### config.mk
export PLATFORM = sky130hd
export DESIGN_NAME = text_line_segmenter_top_flat
export DESIGN_NICKNAME = d
export VERILOG_FILES = /design/src/sv/tls_pkg.sv /design/src/sv/tls_interfaces.sv /design/src/sv/text_line_segmenter_top.sv /design/src/sv/tls_pixel_map.sv /design/src/sv/tls_rec_queue.sv /design/src/flat_wrapper.sv
export SDC_FILE = /design/constraint.sdc
export NUM_CORES = 1
export LEC_CHECK = 0
export BUFFER_PORTS_ARGS = -buffer_cell sky130_fd_sc_hd__buf_4
export CELL_PAD_IN_SITES_DETAIL_PLACEMENT = 0
export CELL_PAD_IN_SITES_GLOBAL_PLACEMENT = 1
export CORE_ASPECT_RATIO = 1.1
export CORE_UTILIZATION = 50
export DETAILED_ROUTE_END_ITERATION = 6
export MAX_ROUTING_LAYER = met4
export PLACE_DENSITY = 0.93
export SLEW_MARGIN = 20
export SYNTH_ARGS = -nofsm -noshare
export SYNTH_HDL_FRONTEND = slang
export SYNTH_SLANG_ARGS = --single-unit
### constraint.sdc
create_clock -name clock -period 10.65 [get_ports clock]
set_clock_uncertainty 0.2 [all_clocks]
set_input_delay 1.065 -clock clock [delete_from_list [all_inputs] [get_ports clock]]
set_output_delay 1.065 -clock clock [all_outputs]
set_load 0.01 [all_outputs]
### src/sv/tls_pkg.sv
package tls_pkg;

   localparam int MAX_LINES_DEFAULT = 32;
   localparam int MAX_WIDTH         = 4096;
   localparam int MAX_HEIGHT        = 4096;

   localparam int PIX_W  = 8;
   localparam int GAIN_W = 16;
   localparam int OFS_W  = 25;
   localparam int THR_W  = 8;
   localparam int ROW_W  = 12;
   localparam int CNT_W  = 13;
   localparam int LNUM_W = 5;
   localparam int LTOT_W = 6;
   localparam int PROD_W = GAIN_W + PIX_W;
   localparam int SUM_W  = OFS_W + 1;

   localparam int CSR_DATA_W = 32;
   localparam int CSR_ADDR_W = 4;

   localparam logic [ROW_W-1:0] ROW_CAP =
      (MAX_HEIGHT - 1 > 4095) ? ROW_W'(4095) : ROW_W'(MAX_HEIGHT - 1);
   localparam logic [CNT_W-1:0] COUNT_CAP =
      (MAX_WIDTH > 8191) ? CNT_W'(8191) : CNT_W'(MAX_WIDTH);

   localparam logic [GAIN_W-1:0]       GAIN_RESET   = 16'd521;
   localparam logic signed [OFS_W-1:0] OFFSET_RESET = -25'sd12208;
   localparam logic [THR_W-1:0]        THRESH_RESET = 8'd128;

   localparam int QDEPTH = 4;
   localparam int QPTR_W = $clog2(QDEPTH);
   localparam int QCNT_W = $clog2(QDEPTH + 1);

   typedef enum logic [1:0] {
      REG_GAIN   = 2'd0,
      REG_OFFSET = 2'd1,
      REG_THRESH = 2'd2
   } reg_index_type;

   typedef enum logic {
      KIND_LINE  = 1'b0,
      KIND_FRAME = 1'b1
   } rec_kind_type;

   typedef struct packed {
      logic [GAIN_W-1:0]       gain;
      logic signed [OFS_W-1:0] offset;
      logic [THR_W-1:0]        threshold;
   } map_cfg_type;

   typedef struct packed {
      logic valid;
      logic bright;
      logic row_end;
      logic frame_end;
   } pix_flag_type;

   typedef struct packed {
      rec_kind_type       kind;
      logic [LNUM_W-1:0]  line_number;
      logic [ROW_W-1:0]   first_row;
      logic [ROW_W-1:0]   last_row;
      logic [LTOT_W-1:0]  lines_total;
      logic               overflowed;
      logic               is_last;
   } record_type;

   typedef struct packed {
      logic [QCNT_W-1:0] count;
      logic              near_full;
   } queue_status_type;

endpackage

### src/sv/tls_interfaces.sv
interface tls_req_if import tls_pkg::*; ();
   logic             valid;
   logic             ready;
   logic [PIX_W-1:0] pixel;
   logic             row_end;
   logic             frame_end;

   modport source (output valid, pixel, row_end, frame_end, input ready);
   modport sink (input valid, pixel, row_end, frame_end, output ready);
endinterface

interface tls_rsp_if import tls_pkg::*; ();
   logic              valid;
   logic              ready;
   logic              kind;
   logic [LNUM_W-1:0] line_number;
   logic [ROW_W-1:0]  first_row;
   logic [ROW_W-1:0]  last_row;
   logic [LTOT_W-1:0] lines_total;
   logic              overflowed;
   logic              is_last;

   modport source (output valid, kind, line_number, first_row, last_row, lines_total,
                   overflowed, is_last, input ready);
   modport sink (input valid, kind, line_number, first_row, last_row, lines_total,
                 overflowed, is_last, output ready);
endinterface

### src/sv/text_line_segmenter_top.sv
// Text line segmenter. Takes one grayscale pixel per clock in raster order, maps it through
// gain and offset, thresholds it and counts bright pixels per row; rows whose count drops
// below the first row's count form a text line, and each closed line yields one record,
// followed by a frame done record on the last pixel of the frame. A pixel passes a
// three-stage map pipeline (input register, gain multiply, offset/round/threshold), so a
// record is written to a four-entry queue after the pixel that ends its row leaves the third stage. The
// block sustains one pixel per clock; the input holds off only while the queue has fewer
// than two free entries, since a frame end can produce two records in one cycle. Lines
// past MAX_LINES are dropped and reported in the frame done record.
module text_line_segmenter_top import tls_pkg::*; #(
   parameter int MAX_LINES = MAX_LINES_DEFAULT
) (
   input  logic                  clock,
   input  logic                  reset,
   tls_req_if.sink               req_ch,
   tls_rsp_if.source             rsp_ch,
   input  logic                  csr_psel,
   input  logic                  csr_penable,
   input  logic                  csr_pwrite,
   input  logic [CSR_ADDR_W-1:0] csr_paddr,
   input  logic [CSR_DATA_W-1:0] csr_pwdata,
   output logic [CSR_DATA_W-1:0] csr_prdata,
   output logic                  csr_pready
);

   localparam int LC_W = $clog2(MAX_LINES + 1);

   map_cfg_type      cfg_ff;
   reg_index_type    csr_index;
   logic             csr_write;
   pix_flag_type     flag;
   queue_status_type qstat;
   logic             en;

   logic [ROW_W-1:0] row_ff, row_in;
   logic [CNT_W-1:0] cnt_ff, cnt_in;
   logic [CNT_W-1:0] ref_ff, ref_in;
   logic             inside_ff, inside_in;
   logic [ROW_W-1:0] open_ff, open_in;
   logic [LC_W-1:0]  lcnt_ff, lcnt_in;
   logic             ovf_ff, ovf_in;

   logic             step, eor, inc, open_now, close_row, close_frame, closing, room;
   logic             emit, frame;
   logic [CNT_W-1:0] c, ref_now;
   logic [LC_W-1:0]  total;
   logic             ovf_after;
   record_type       rec_line, rec_frame, q_rec0, q_out;
   logic             q_we0, q_we1, q_valid;

   assign csr_pready = 1'b1;
   assign csr_write  = csr_psel && csr_penable && csr_pwrite && csr_pready;
   assign csr_index  = reg_index_type'(csr_paddr[3:2]);

   always_ff @(posedge clock) begin
      if (reset) begin
         cfg_ff.gain      <= GAIN_RESET;
         cfg_ff.offset    <= OFFSET_RESET;
         cfg_ff.threshold <= THRESH_RESET;
      end else if (csr_write) begin
         case (csr_index)
            REG_GAIN:   cfg_ff.gain      <= csr_pwdata[GAIN_W-1:0];
            REG_OFFSET: cfg_ff.offset    <= csr_pwdata[OFS_W-1:0];
            REG_THRESH: cfg_ff.threshold <= csr_pwdata[THR_W-1:0];
            default: ;
         endcase
      end
   end

   always_comb begin
      case (csr_index)
         REG_GAIN:   csr_prdata = CSR_DATA_W'(cfg_ff.gain);
         REG_OFFSET: csr_prdata = CSR_DATA_W'(unsigned'(cfg_ff.offset));
         REG_THRESH: csr_prdata = CSR_DATA_W'(cfg_ff.threshold);
         default:    csr_prdata = '0;
      endcase
   end

   assign en           = !qstat.near_full;
   assign req_ch.ready = en;

   tls_pixel_map u_map (
      .clock        (clock),
      .reset        (reset),
      .en           (en),
      .in_valid     (req_ch.valid),
      .in_pixel     (req_ch.pixel),
      .in_row_end   (req_ch.row_end),
      .in_frame_end (req_ch.frame_end),
      .cfg          (cfg_ff),
      .flag         (flag)
   );

   always_comb begin
      step        = en && flag.valid;
      eor         = flag.row_end || flag.frame_end;
      inc         = flag.bright && (cnt_ff < COUNT_CAP);
      c           = cnt_ff + CNT_W'(inc);
      ref_now     = (row_ff == '0) ? c : ref_ff;
      open_now    = !inside_ff && (c < ref_now);
      close_row   = inside_ff && (c >= ref_now);
      close_frame = flag.frame_end && (open_now || (inside_ff && !close_row));
      closing     = eor && (close_row || close_frame);
      room        = lcnt_ff < LC_W'(MAX_LINES);
      emit        = step && closing && room;
      frame       = step && flag.frame_end;
      total       = lcnt_ff + LC_W'(emit);
      ovf_after   = ovf_ff || (closing && !room);

      rec_line.kind        = KIND_LINE;
      rec_line.line_number = LNUM_W'(lcnt_ff);
      rec_line.first_row   = open_now ? row_ff : open_ff;
      rec_line.last_row    = row_ff;
      rec_line.lines_total = '0;
      rec_line.overflowed  = 1'b0;
      rec_line.is_last     = 1'b0;

      rec_frame.kind        = KIND_FRAME;
      rec_frame.line_number = '0;
      rec_frame.first_row   = '0;
      rec_frame.last_row    = '0;
      rec_frame.lines_total = LTOT_W'(total);
      rec_frame.overflowed  = ovf_after;
      rec_frame.is_last     = 1'b1;

      q_we0  = emit || frame;
      q_we1  = emit && frame;
      q_rec0 = emit ? rec_line : rec_frame;
   end

   always_comb begin
      row_in    = row_ff;
      cnt_in    = cnt_ff;
      ref_in    = ref_ff;
      inside_in = inside_ff;
      open_in   = open_ff;
      lcnt_in   = lcnt_ff;
      ovf_in    = ovf_ff;
      if (step) begin
         cnt_in = c;
         if (eor) begin
            cnt_in  = '0;
            ref_in  = ref_now;
            lcnt_in = total;
            ovf_in  = ovf_after;
            if (open_now) begin
               inside_in = 1'b1;
               open_in   = row_ff;
            end else if (close_row) begin
               inside_in = 1'b0;
            end
            if (row_ff < ROW_CAP) begin
               row_in = row_ff + ROW_W'(1);
            end
         end
         if (flag.frame_end) begin
            row_in    = '0;
            cnt_in    = '0;
            ref_in    = '0;
            inside_in = 1'b0;
            open_in   = '0;
            lcnt_in   = '0;
            ovf_in    = 1'b0;
         end
      end
   end

   always_ff @(posedge clock) begin
      if (reset) begin
         row_ff    <= '0;
         cnt_ff    <= '0;
         ref_ff    <= '0;
         inside_ff <= 1'b0;
         open_ff   <= '0;
         lcnt_ff   <= '0;
         ovf_ff    <= 1'b0;
      end else begin
         row_ff    <= row_in;
         cnt_ff    <= cnt_in;
         ref_ff    <= ref_in;
         inside_ff <= inside_in;
         open_ff   <= open_in;
         lcnt_ff   <= lcnt_in;
         ovf_ff    <= ovf_in;
      end
   end

   tls_rec_queue u_queue (
      .clock     (clock),
      .reset     (reset),
      .we0       (q_we0),
      .rec0      (q_rec0),
      .we1       (q_we1),
      .rec1      (rec_frame),
      .out_valid (q_valid),
      .out_rec   (q_out),
      .out_ready (rsp_ch.ready),
      .status    (qstat)
   );

   assign rsp_ch.valid       = q_valid;
   assign rsp_ch.kind        = q_out.kind;
   assign rsp_ch.line_number = q_out.line_number;
   assign rsp_ch.first_row   = q_out.first_row;
   assign rsp_ch.last_row    = q_out.last_row;
   assign rsp_ch.lines_total = q_out.lines_total;
   assign rsp_ch.overflowed  = q_out.overflowed;
   assign rsp_ch.is_last     = q_out.is_last;

`ifndef NO_ASSERTIONS
   a_push_needs_room: assert property (@(posedge clock) disable iff (reset)
      (q_we0 || q_we1) |-> (qstat.count <= QCNT_W'(QDEPTH - 2)))
      else $error("record pushed without two free queue entries");

   a_frame_clears: assert property (@(posedge clock) disable iff (reset)
      frame |=> (row_ff == '0 && lcnt_ff == '0 && !inside_ff && !ovf_ff))
      else $error("row state not cleared after frame end");

   a_line_bound: assert property (@(posedge clock) disable iff (reset)
      lcnt_ff <= LC_W'(MAX_LINES))
      else $error("line count beyond capacity");

   a_reset_quiet: assert property (@(posedge clock)
      reset |=> !rsp_ch.valid)
      else $error("result valid right after reset");
`endif

endmodule

### src/sv/tls_pixel_map.sv
module tls_pixel_map import tls_pkg::*; (
   input  logic             clock,
   input  logic             reset,
   input  logic             en,
   input  logic             in_valid,
   input  logic [PIX_W-1:0] in_pixel,
   input  logic             in_row_end,
   input  logic             in_frame_end,
   input  map_cfg_type      cfg,
   output pix_flag_type     flag
);

   logic              v1_ff, v2_ff, v3_ff;
   logic [PIX_W-1:0]  pix1_ff;
   logic              re1_ff, fe1_ff, re2_ff, fe2_ff, re3_ff, fe3_ff;
   logic [PROD_W-1:0] prod2_ff;
   logic [PROD_W-1:0] prod2_in;
   logic              bright3_ff;
   logic              bright3_in;

   logic signed [SUM_W-1:0] sum;
   logic signed [SUM_W-1:0] rounded;
   logic [SUM_W-10:0]       mag;
   logic [PIX_W-1:0]        mapped;

   assign prod2_in = PROD_W'(cfg.gain) * PROD_W'(pix1_ff);

   always_comb begin
      sum     = $signed({2'b00, prod2_ff}) + SUM_W'(cfg.offset);
      rounded = sum + SUM_W'(128);
      mag     = rounded[SUM_W-2:8];
      if (sum[SUM_W-1]) begin
         mapped = '0;
      end else if (mag > (SUM_W-9)'(255)) begin
         mapped = 8'hFF;
      end else begin
         mapped = mag[PIX_W-1:0];
      end
      bright3_in = mapped > cfg.threshold;
   end

   always_ff @(posedge clock) begin
      if (reset) begin
         v1_ff <= 1'b0;
         v2_ff <= 1'b0;
         v3_ff <= 1'b0;
      end else if (en) begin
         v1_ff <= in_valid;
         v2_ff <= v1_ff;
         v3_ff <= v2_ff;
      end
   end

   always_ff @(posedge clock) begin
      if (en) begin
         pix1_ff    <= in_pixel;
         re1_ff     <= in_row_end;
         fe1_ff     <= in_frame_end;
         prod2_ff   <= prod2_in;
         re2_ff     <= re1_ff;
         fe2_ff     <= fe1_ff;
         bright3_ff <= bright3_in;
         re3_ff     <= re2_ff;
         fe3_ff     <= fe2_ff;
      end
   end

   assign flag.valid     = v3_ff;
   assign flag.bright    = bright3_ff;
   assign flag.row_end   = re3_ff;
   assign flag.frame_end = fe3_ff;

endmodule

### src/sv/tls_rec_queue.sv
module tls_rec_queue import tls_pkg::*; (
   input  logic             clock,
   input  logic             reset,
   input  logic             we0,
   input  record_type       rec0,
   input  logic             we1,
   input  record_type       rec1,
   output logic             out_valid,
   output record_type       out_rec,
   input  logic             out_ready,
   output queue_status_type status
);

   record_type        mem_ff [QDEPTH];
   logic [QPTR_W-1:0] wr_ff, rd_ff;
   logic [QPTR_W-1:0] wr_in, rd_in, wr_second;
   logic [QCNT_W-1:0] count_ff, count_in;
   logic              pop;

   assign pop       = out_valid && out_ready;
   assign wr_second = wr_ff + QPTR_W'(we0);
   assign wr_in     = wr_ff + QPTR_W'(we0) + QPTR_W'(we1);
   assign rd_in     = rd_ff + QPTR_W'(pop);
   assign count_in  = count_ff + QCNT_W'(we0) + QCNT_W'(we1) - QCNT_W'(pop);

   always_ff @(posedge clock) begin
      if (reset) begin
         wr_ff    <= '0;
         rd_ff    <= '0;
         count_ff <= '0;
      end else begin
         wr_ff    <= wr_in;
         rd_ff    <= rd_in;
         count_ff <= count_in;
      end
   end

   always_ff @(posedge clock) begin
      if (we0) begin
         mem_ff[wr_ff] <= rec0;
      end
      if (we1) begin
         mem_ff[wr_second] <= rec1;
      end
   end

   assign out_valid        = count_ff != '0;
   assign out_rec          = mem_ff[rd_ff];
   assign status.count     = count_ff;
   assign status.near_full = count_ff > QCNT_W'(QDEPTH - 2);

endmodule
### src/flat_wrapper.sv
// flat-port wrapper written by rule: the top's interface ports become plain ports
module text_line_segmenter_top_flat import tls_pkg::*;
#(
   parameter int MAX_LINES = MAX_LINES_DEFAULT
)
  (clock, reset, csr_psel, csr_penable, csr_pwrite, csr_paddr, csr_pwdata, csr_prdata, csr_pready, req_ch_valid, req_ch_pixel, req_ch_row_end, req_ch_frame_end, req_ch_ready, rsp_ch_valid, rsp_ch_kind, rsp_ch_line_number, rsp_ch_first_row, rsp_ch_last_row, rsp_ch_lines_total, rsp_ch_overflowed, rsp_ch_is_last, rsp_ch_ready);
  tls_req_if req_ch_i ();
  tls_rsp_if rsp_ch_i ();
  input  logic clock;
  input  logic reset;
  input  logic csr_psel;
  input  logic csr_penable;
  input  logic csr_pwrite;
  input  logic [CSR_ADDR_W-1:0] csr_paddr;
  input  logic [CSR_DATA_W-1:0] csr_pwdata;
  output logic [CSR_DATA_W-1:0] csr_prdata;
  output logic csr_pready;
  input wire logic [$bits(req_ch_i.valid)-1:0] req_ch_valid;
  input wire logic [$bits(req_ch_i.pixel)-1:0] req_ch_pixel;
  input wire logic [$bits(req_ch_i.row_end)-1:0] req_ch_row_end;
  input wire logic [$bits(req_ch_i.frame_end)-1:0] req_ch_frame_end;
  output wire logic [$bits(req_ch_i.ready)-1:0] req_ch_ready;
  output wire logic [$bits(rsp_ch_i.valid)-1:0] rsp_ch_valid;
  output wire logic [$bits(rsp_ch_i.kind)-1:0] rsp_ch_kind;
  output wire logic [$bits(rsp_ch_i.line_number)-1:0] rsp_ch_line_number;
  output wire logic [$bits(rsp_ch_i.first_row)-1:0] rsp_ch_first_row;
  output wire logic [$bits(rsp_ch_i.last_row)-1:0] rsp_ch_last_row;
  output wire logic [$bits(rsp_ch_i.lines_total)-1:0] rsp_ch_lines_total;
  output wire logic [$bits(rsp_ch_i.overflowed)-1:0] rsp_ch_overflowed;
  output wire logic [$bits(rsp_ch_i.is_last)-1:0] rsp_ch_is_last;
  input wire logic [$bits(rsp_ch_i.ready)-1:0] rsp_ch_ready;
  assign req_ch_i.valid = req_ch_valid;
  assign req_ch_i.pixel = req_ch_pixel;
  assign req_ch_i.row_end = req_ch_row_end;
  assign req_ch_i.frame_end = req_ch_frame_end;
  assign req_ch_ready = req_ch_i.ready;
  assign rsp_ch_valid = rsp_ch_i.valid;
  assign rsp_ch_kind = rsp_ch_i.kind;
  assign rsp_ch_line_number = rsp_ch_i.line_number;
  assign rsp_ch_first_row = rsp_ch_i.first_row;
  assign rsp_ch_last_row = rsp_ch_i.last_row;
  assign rsp_ch_lines_total = rsp_ch_i.lines_total;
  assign rsp_ch_overflowed = rsp_ch_i.overflowed;
  assign rsp_ch_is_last = rsp_ch_i.is_last;
  assign rsp_ch_i.ready = rsp_ch_ready;
  text_line_segmenter_top #(.MAX_LINES(MAX_LINES)) u_core (.clock(clock), .reset(reset), .req_ch(req_ch_i), .rsp_ch(rsp_ch_i), .csr_psel(csr_psel), .csr_penable(csr_penable), .csr_pwrite(csr_pwrite), .csr_paddr(csr_paddr), .csr_pwdata(csr_pwdata), .csr_prdata(csr_prdata), .csr_pready(csr_pready));
endmodule
Yosys cells after proc, flatten, opt, wreduce, memory -nomap -nowiden
Memory sizes are Yosys's and may differ from the RTL's. A register that Yosys moved wholly into a read port is not among the register bits.
Index checks and enable logic that the tools add are counted.

word-level totals
  output and inout bits = 73
  logic and storage cells = 112
  register bits after elaboration = 156
  memories kept = 1
  RAM bits = 152
  input port bits = 53

cells by class
  mux-type cells = 28
  add/subtract/negate cells = 11
  reductions and logical operators = 36
  multipliers = 1
  equality and inequality tests = 2
  order comparisons = 8

memory list
  name                   depth  bits a word  read ports  clocked after Yosys merged registers in  wr ports  RTL line             RTL
  u_core.u_queue.mem_ff  4      38           1           1                                        2         tls_rec_queue.sv:14  record_type mem_ff [QDEPTH];

operators by type and width
  kind                                                                    count
  25-bit one-hot mux with 3 select lines                                  1
  12-bit two-way mux                                                      6
  13-bit two-way mux                                                      5
  38-bit two-way mux                                                      1
  25-bit by 25-bit adder with 26-bit output                               1
  25-bit by 9-bit adder with 25-bit output (second input constant)        1
  16-bit by 8-bit multiplier with 24-bit output                           1
  17-bit by 8-bit > comparator with 1-bit output (second input constant)  1
  8-bit two-way mux                                                       2
  1-bit logical AND                                                       15
  13-bit by 1-bit adder with 13-bit output                                1
  13-bit greater-or-equal comparator                                      1
  13-bit < comparator                                                     1
  13-bit < comparator (second input constant)                             1
  12-bit by 1-bit adder with 12-bit output (second input constant)        1
  12-bit logical NOT                                                      1
  12-bit < comparator (second input constant)                             1
  6-bit two-way mux                                                       2
  1-bit two-way mux                                                       10
  8-bit > comparator                                                      1
  2-bit AND reduction                                                     4
  2-bit by 1-bit adder with 2-bit output                                  3
  3-bit by 1-bit adder with 3-bit output                                  2
  6-bit by 1-bit adder with 6-bit output                                  1
  other kinds (12)                                                        22

Longest topological paths before layout
  depth after elaboration = 18
  mapped depth = 27

Hierarchy
Synthesis repeated with hierarchy kept, for this count alone.

unflattened totals
  cells, all modules = 1892
  area, all modules = 20574.7 um^2

modules (own cells, without submodules)
  module                   instances  area each (um^2)  sequential area each (um^2)  cells an instance
  tls_rec_queue            1          7901.3            4704.5                       414
  tls_pixel_map            1          6936.7            1231.2                       734
  text_line_segmenter_top  1          5736.8            2142.1                       744

Least setup slack after synthesis
OpenSTA, ideal clock, no wires.

  path kind = flip-flop to flip-flop
  start point = reg u_core.row_ff[0]
  end point = mem u_core.u_queue.mem_ff[0][1] in the netlist's numbering (enable)
  period minus slack after synthesis = 6.117 ns
  setup slack = 4.533 ns
  arrival = 5.589 ns
  required time = 10.122 ns
  stages on the path, launching flop included = 23
  path through = dfxtp_1 > inv_1 > ha_1 > nor4b_1 > nand3_1 > clkbuf_1 > mux2i_1 > ha_1 > o21a_1 > o21a_1 > o21ai_1 > a21oi_1 > o221a_2 > o31ai_1 > a211oi_2 > inv_1 > clkbuf_1 > buf_1 > nand2_1 > ha_1 > nor4_1 > clkbuf_1 > nand2b_1

RTL lines
  what                    RTL line                        RTL
  start, declared         text_line_segmenter_top.sv:35   logic [ROW_W-1:0] row_ff, row_in;
  start signal, assigned  text_line_segmenter_top.sv:178  row_ff <= row_in;
  end, declared           tls_rec_queue.sv:14

==> results by group <==
Drt
  • Via density: 5.84
  • Total vias in the final route: 15300
  • WL/cell: 18.2 µm
  • Routed Antenna Nets: 0
  • TritonRoute pass-1 iters: 7
  • Routed wire length: 47600 µm
  • DR iter-0 viols: 1080
  • DRC violations left: 0

STA
  • Worst hold margin: 0.221 ns
  • Final WS setup: 2.57 ns
  • Setup TNS: 0 ns
  • Final Max Slew Viols: 0
  • Max_slew headroom: 0.261
  • Worst slew pin tran: 1.10 ns
  • Fin. Hold Viols: 0
  • Final min period: 8.08 ns
  • Final Cycle Share: 0.759
  • Highest clock rate: 124 MHz
  • Setup violators final: 0
  • RSZ-0062 raised after global routing: no

Critical path
  • Worst Path Max Fanout: 88
  • Critical-path top delay cell: nor2_4
  • Worst EP required: 10.65 ns
  • CP Cell Sequence: inv_1 > ha_1 > nor4b_1 > nand3_1 > mux2i_1 > ha_1 > nor2b_1 > o21a_1 > o21a_1 > o21ai_1 > a21oi_1 > o221ai_1 > nand3_1 > a211oi_4 > buf_4 > inv_1 > nand2_1 > ha_1 > xor2_1 > nand3_1 > nor2_4 > nand2b_1
  • Startpoint Class: flip-flop
  • Worst-case reg-to-reg path depth: 22
  • Worst Path Buf+Inv: 3
  • Nature of the critical path endpoint: flip-flop
  • Max incr delay on CP: 0.77 ns
  • Crit path depth: 22
  • Setup CP Type: reg2reg
  • Critical path's top delay family: simple AND/OR/NAND/NOR gates
  • Worst Path Arrival: 8.08 ns

Floorplanning
  • Width of the die: 188 µm
  • Starting Density: 0.510
  • Row cnt: 74
  • Vert. Die Dim: 207 µm
  • IO Count: 126
  • Total core area: 37300 µm²
  • Die area: 38900 µm²

Yosys
  • Synthesis-stage register bit count: 304
  • Post-synthesis instance total: 2082
  • Prevailing post-synth register cell: dfxtp_1
  • Ys Warns: 0
  • Mapped Area: 19000 µm²
  • Post-synth ARST share: 0
  • Number of flops mapped to enable cells by yosys: 67
  • Post-synthesis sequential area ratio: 0.355
  • Mean Syn Cell Area: 9.14 µm²
  • Yosys cell types: 81

Final layout
  • Layout cell share with drive strength beyond 1: 0.121
  • Ant. Diodes: 0
  • Layout area overhead: 11.6%
  • Most frequent cells in the layout: nand2_1 (267), nor2_1 (246), dfxtp_1 (236), a21oi_1 (126), buf_4 (121)
  • Commonest non-fill, non-tap cell in the layout: nand2_1
  • Final core occ: 0.569
  • Final #Nets: 2338

Global route
  • Initial antenna violation count: 0
  • Vias in the first global route: 15000
  • Grt total ovfl: 0
  • First-pass GRT wire length: 77200 µm
  • Largest net degree at the start of global routing: 89
  • GRT Overall Usage: 0.254

Run status
  • Status: finished clean

Clock network
  • CTS tree: done
  • CTS clk-pin slew, worst paths: 0.06 ns
  • Post-CTS Setup Inserts: 0
  • PostCTS Resize Cnt: 0
  • Htree depth: 2
  • Clk_lat worst skew: 0.56 ns
  • CTS max path bufs: 3
  • Post-CTS Hold Fix Bufs: 0
  • Sink Count: 304
  • Num CTS Buffers: 35
  • Clk root buf: clkbuf_16

Pwr
  • PD cells: 201 nW/µm²
  • Comb pwr share: 0.384
  • Sw frac: 0.372
  • Leakage: 8.90 nW
  • Clock share of power: 0.280
  • Sequential Power Share: 0.336
  • Psw: 0.00158 W
  • Max rail drop VDD: 0.181 mV
  • Power Internal: 0.00268 W

Placed design
  • Port Buffer Count: 108
  • GPL Wtd Cong: 0.879
  • DP HPWL: 33000 µm
  • Post-Place Worst Slack: 2.64 ns

Worst hold path
  • Hold Path Cell Cnt: 0
  • Hold Path Class: reg2reg

Job
  • Max-cap violations: 0
synth_stat cells (all sizes together), types with 30 or more instances:
master    n  share of area
mux4     37          0.044
edfxtp   67           0.11
and2     77          0.025
a32oi    82          0.038
a21oi   128          0.034
o21ai    45          0.012
fa       86          0.090
nor2    250          0.049
nand3    43          0.011
nand2   267          0.053
dfxtp   237           0.25
clkbuf  120          0.024
xnor2    30          0.014
ha      101          0.066
mux2i    52          0.027
xor2     33          0.015
inv     117          0.023
worst paths after layout:
kind | startpoint | end | slack [ns]
worst min-delay path | u_core.u_map.re1_ff | u_core.u_map.re2_ff | 0.22
worst max register to register | u_core.row_ff[1] | u_core.u_queue.mem_ff[3][2] | 2.57
worst min register to register | u_core.u_map.re1_ff | u_core.u_map.re2_ff | 0.22
worst max-delay path | u_core.row_ff[1] | u_core.u_queue.mem_ff[3][2] | 2.57
metal layers:
metal / global-route usage / routed length (µm)
met1: 0.312 / 20400
met4: 0.0836 / 922
met3: 0.0314 / 2680
met5: - / 0
met2: 0.435 / 23600
power by group through the flow:
stage	clock, W	combinational, W	sequential [W]
3_5_place_dp	0	0.00163	0.00146
4_1_cts	0.00121	0.00164	0.00143
3_3_place_gp	0	0.00158	0.00145
6_report	0.00119	0.00164	0.00143
2_1_floorplan	0	0.00133	0.00138
5_1_grt	0.00126	0.00183	0.00144
cell families (layout without fill, tap and decap cells):
group                      Yosys count  count (layout)  synth area share
buffers and inverters              266             303            0.0550
xor gates and xnor gates            63              63            0.0290
adders and majority gates          187             187             0.157
AOI/OAI and AO/OA                  368             368             0.135
DFF                                304             304             0.355
and+or+nand+nor                    801             801             0.197
other                                2               8          0.000395
muxes                               91              91            0.0723
through the flow:
step	area (µm²)	instances	total power (W)
after detailed placement	20100	2554	0.00309
after CTS	21200	2618	0.00429
final	21200	2619	0.00426
after floorplan	19100	2088	0.00271
after global placement	20100	2554	0.00304
after global routing	21200	2619	0.00454
registers in the layout (all words and copies together), names as in the netlist, 2 cells and up:
register                 count
u_core.cfg_ff               49
u_core.cnt_ff               13
u_core.lcnt_ff               6
u_core.open_ff              12
u_core.ref_ff               13
u_core.row_ff               12
u_core.u_map.pix1_ff         8
u_core.u_map.prod2_ff       24
u_core.u_queue.count_ff      3
u_core.u_queue.mem_ff      148
u_core.u_queue.rd_ff         2
u_core.u_queue.wr_ff         2
worst reg2reg max path: stages, from the launching register on:
cell	delay, ns
dfxtp_1	0.40
inv_1	0.16
ha_1	0.16
nor4b_1	0.24
nand3_1	0.65
mux2i_1	0.42
ha_1	0.29
nor2b_1	0.13
o21a_1	0.16
o21a_1	0.16
o21ai_1	0.11
a21oi_1	0.11
o221ai_1	0.23
nand3_1	0.19
a211oi_4	0.28
buf_4	0.75
inv_1	0.70
nand2_1	0.38
ha_1	0.27
xor2_1	0.34
nand3_1	0.19
nor2_4	0.77
nand2b_1	0.44
area by class of cell:
class,instances,area (µm²)
Clock inverter,15,144
Inverter,117,439
Tap cell,494,618
Sequential cell,304,6760
Timing Repair Buffer,122,923
Fill cell,3227,16100
Clock buffer,49,1000
Multi-Input combinational cell,1518,11400
(Power assumes the default switching activity.)
